===== src/rtl/core/m3inv_fifo.sv =====
// Short queue between front and back.
module m3inv_fifo #(
    parameter int W = 8
) (
    input  logic         clk,
    input  logic         rst_n,
    input  logic         wr_valid,
    output logic         wr_ready,
    input  logic [W-1:0] wr_data,
    output logic         rd_valid,
    input  logic         rd_ready,
    output logic [W-1:0] rd_data
);
    logic [W-1:0] mem_reg [2];
    logic         wp_reg, rp_reg;
    logic [1:0]   cnt_reg;
    logic         wr, rd;

    assign wr_ready = cnt_reg != 2'd2;
    assign rd_valid = cnt_reg != 2'd0;
    assign wr = wr_valid && wr_ready;
    assign rd = rd_valid && rd_ready;
    assign rd_data = mem_reg[rp_reg];

    always_ff @(posedge clk or negedge rst_n)
    begin
        if (!rst_n)
        begin
            wp_reg <= 1'b0;
            rp_reg <= 1'b0;
            cnt_reg <= 2'd0;
        end
        else
        begin
            if (wr)
                wp_reg <= !wp_reg;
            if (rd)
                rp_reg <= !rp_reg;
            cnt_reg <= cnt_reg + 2'(wr) - 2'(rd);
        end
    end

    always_ff @(posedge clk)
    begin
        if (wr)
            mem_reg[wp_reg] <= wr_data;
    end

`ifndef NO_ASSERTIONS
    a_cnt: assert property (@(posedge clk) disable iff (!rst_n) cnt_reg <= 2'd2)
        else $error("queue count out of range");
    a_order: assert property (@(posedge clk) disable iff (!rst_n)
        (cnt_reg == 2'd0) |-> (wp_reg == rp_reg))
        else $error("empty queue pointers differ");
    a_full: assert property (@(posedge clk) disable iff (!rst_n)
        (cnt_reg == 2'd2) |-> (wp_reg == rp_reg))
        else $error("full queue pointers differ");
`endif
endmodule


===== config.mk =====
export PLATFORM = sky130hd
export DESIGN_NAME = m3inv_fifo
export DESIGN_NICKNAME = d
export VERILOG_FILES = /design/src/rtl/core/m3inv_fifo.sv
export SDC_FILE = /design/constraint.sdc
export NUM_CORES = 1
export LEC_CHECK = 0
export ABC_AREA = 1
export BUFFER_PORTS_ARGS = -buffer_cell sky130_fd_sc_hd__buf_2
export CORE_MARGIN = 2
export CORE_UTILIZATION = 29
export CTS_CLUSTER_DIAMETER = 40
export CTS_CLUSTER_SIZE = 28
export DETAILED_ROUTE_END_ITERATION = 8
export PLACE_DENSITY = 0.56
export RECOVER_POWER = 50
export SYNTH_ARGS = -nofsm -noshare
export SYNTH_HDL_FRONTEND = slang
export SYNTH_SLANG_ARGS = --single-unit

===== constraint.sdc =====
create_clock -name clk -period 3.8 [get_ports clk]
set_input_delay 0.76 -clock clk [delete_from_list [all_inputs] [get_ports clk]]
set_output_delay 0.76 -clock clk [all_outputs]
set_load 0.02 [all_outputs]

==> impl_metrics.py <==
metrics = {
    "timing": {
        "period_share": 0.563,
        "worstMarginPinSlew_ps": 795,
        "period_minus_slack_ps": 2140,
        "relSlewSlack": 0.468,
        "hold_viol_final": 0,
        "setup_viol": 0,
        "fin_tns_setup_ps": 0,
        "fin_skew_ps": 1.45,
        "slew_violations": 0,
        "fmax_mhz": 468,
        "fin_ws_ps": 1660,
        "rsz0062_at_grt": "false",
    },
    "detailed_routing": {
        "routed_wirelength_mm": 1.38,
        "met3WireLength_um": 95,
        "highest_layer": "met3",
        "vias_per_cell": 4.02,
        "drcViolationCount": 0,
        "wl_met1_um": 631,
        "drt_iter0_markers": 23,
        "wl_per_cell_um": 10.9,
        "wl_met2_um": 651,
        "ant_nets": 0,
        "vias": 511,
        "dr.pass1.iters": 4,
    },
    "grt": {
        "antenna_found_initial": 0,
        "grt_pass1_vias": 512,
        "grtUsageTotal": 0.0929,
        "gr-total-overflow": 0,
        "grt_pass1_wl_mm": 2.28,
        "grt_max_degree": 11,
    },
    "synth": {
        "synth_xor_area_frac": 0.0107,
        "synth_area_um2": 822,
        "synth_fa_ha_area_frac": 0.0152,
        "synth.area.mux_share": 0,
        "avgSynthCellArea_um2": 11.3,
        "synth_warnings": 0,
        "synth_cells": 73,
        "synth-simple-area-share": 0.213,
        "ys_types": 15,
        "ys_ff_latch": 20,
        "synth_top_family_by_area": "simple AND/OR/NAND/NOR gates",
        "ys_seq_area_frac": 0.706,
        "syn-num-nets": 86,
        "synth_compound_area_frac": 0.0122,
    },
    "setup_path": {
        "critPathLaunchType": "register",
        "worstPathArrival_ps": 1380,
        "worstPathMaxFanout": 9,
        "cp_data_required_time_ps": 3040,
        "crit_type": "reg2out",
        "critPathCaptureType": "output port",
    },
    "placed_design": {
        "io_buffers": 21,
        "dp_slack_ps": 1930,
        "place_inst": 124,
        "globalplace.congestion": 0.689,
        "dp_hpwl_mm": 1.02,
        "placed_area_um2": 961,
    },
    "floorplan": {
        "rows": 19,
        "start_util": 0.301,
        "dieArea_mm2": 0.00328,
        "core_mm2": 0.00273,
        "die_h_um": 57.2,
        "ios": 22,
        "die_w_um": 57.2,
    },
    "run_status": {
        "outcome": "finished, final reports clean",
    },
    "power": {
        "seq_power_share": 0.468,
        "swShare": 0.410,
        "power.switching_uw": 304,
        "p_clk_frac": 0.127,
        "p_int_uw": 437,
        "power_uw": 741,
        "ir_drop_mv": 0.304,
        "comb_power_share": 0.405,
        "power.leakage_nw": 0.449,
        "p_per_area_mw_per_mm2": 762,
    },
    "cts": {
        "postCtsHoldBufs": 0,
        "clk_pin_slew_ps": 100,
        "ctsHtreeMaxLevel": 1,
        "numCtsBuffers": 3,
        "cts_tree": "built",
        "ctsResizeCount": 0,
        "clock_latency_ps": 280,
        "cts_setup_buffers": 0,
        "root_buffer": "clkbuf_4",
        "cts.sinks": 20,
        "cts_buffer_depth": 2,
    },
    "job": {
        "cap_viol_max_count": 0,
    },
    "finish": {
        "diodes": 0,
        "nets": 111,
        "final_area_um2": 972,
        "largest_register_ffs": 16,
        "area_growth_pct": 18.3,
        "drive_above_1_share": 0.271,
        "instances_no_fill": 127,
    },
    "hold_path": {
        "hold_class": "in2async",
    },
}
==> metrics by stage <==
stage	hold slack [ps]	utilization
after detailed placement	520	0.351
after CTS	250	0.360
final	293	0.356
after global routing	292	0.356
after global placement	530	0.351
after floorplan	464	-
==> synthesized netlist by cell type <==
cell type,n,area share
buf_2,1,0.0061
nand3_1,2,0.012
nand2_1,29,0.13
inv_1,6,0.027
dfrtp_1,4,0.12
edfxtp_1,16,0.58
ha_1,1,0.015
inv_2,2,0.0091
xor2_1,1,0.011
nand2_4,1,0.014
a21oi_1,1,0.0061
nand2_2,3,0.023
nor2_2,3,0.023
o21ai_1,1,0.0061
nor2_1,2,0.0091
==> critical path, stage by stage, from the launching register on <==
cell	delay, ps
dfrtp_1	500
inv_1	280
nand2_1	80
nand2_1	70
buf_2	160
==> power groups by stage <==
stage	Combinational, mW	Sequential (mW)	Clock (mW)
5_1_grt	0.342	0.353	0.108
3_3_place_gp	0.309	0.353	0
3_5_place_dp	0.315	0.354	0
2_1_floorplan	0.239	0.331	0
4_1_cts	0.315	0.349	0.100
6_report	0.300	0.346	0.0942
==> final cells by class <==
| cell class | instances | area [µm²] |
|---|---|---|
| Fill cell | 282 | 1760 |
| Sequential cell | 20 | 581 |
| Tap cell | 31 | 38.8 |
| Clock buffer | 3 | 22.5 |
| Timing Repair Buffer | 21 | 101 |
| Multi-Input combinational cell | 44 | 199 |
| Inverter | 8 | 30.0 |
==> cell families (layout without fill, tap and decap cells) <==
group                      count (synthesis)  after routing
buffers and inverters                      9             32
DFF                                       20             20
and+or+nand+nor                           40             40
xor gates and xnor gates                   1              1
AOI/OAI and AO/OA                          2              2
adders and majority gates                  1              1
==> worst paths after layout <==
path,from,endpoint,slack (ps),depth (start not counted)
setup / recovery,rp_reg,rd_data[1],1660,4
setup reg to reg,cnt_reg[1],mem_reg[1][6],2120,3
min in group clk,wp_reg,wp_reg,550,2
hold reg to reg,wp_reg,wp_reg,550,2
max in group asynchronous,rst_n,wp_reg,3310,1
hold / removal,rst_n,cnt_reg[1],290,1
==> placed cells by master (no fill, tap or decap) <==
master,n
dfrtp_1,4
edfxtp_1,16
nand3_1,2
inv_1,7
clkbuf_4,3
ha_1,1
nand2_2,2
nand2_1,30
o21ai_1,1
clkbuf_1,3
nor2_2,1
nor2_1,4
nand2_4,1
xor2_1,1
buf_2,18
inv_2,1
a21oi_1,1
==> routing by layer <==
layer	up-vias	global-route usage
li1	280	-
met1	215	0.120
met2	16	0.149
met3	0	0.0227
met4	0	0.0399
met5	-	0
Note: power is estimated with default switching activity, not from simulation.
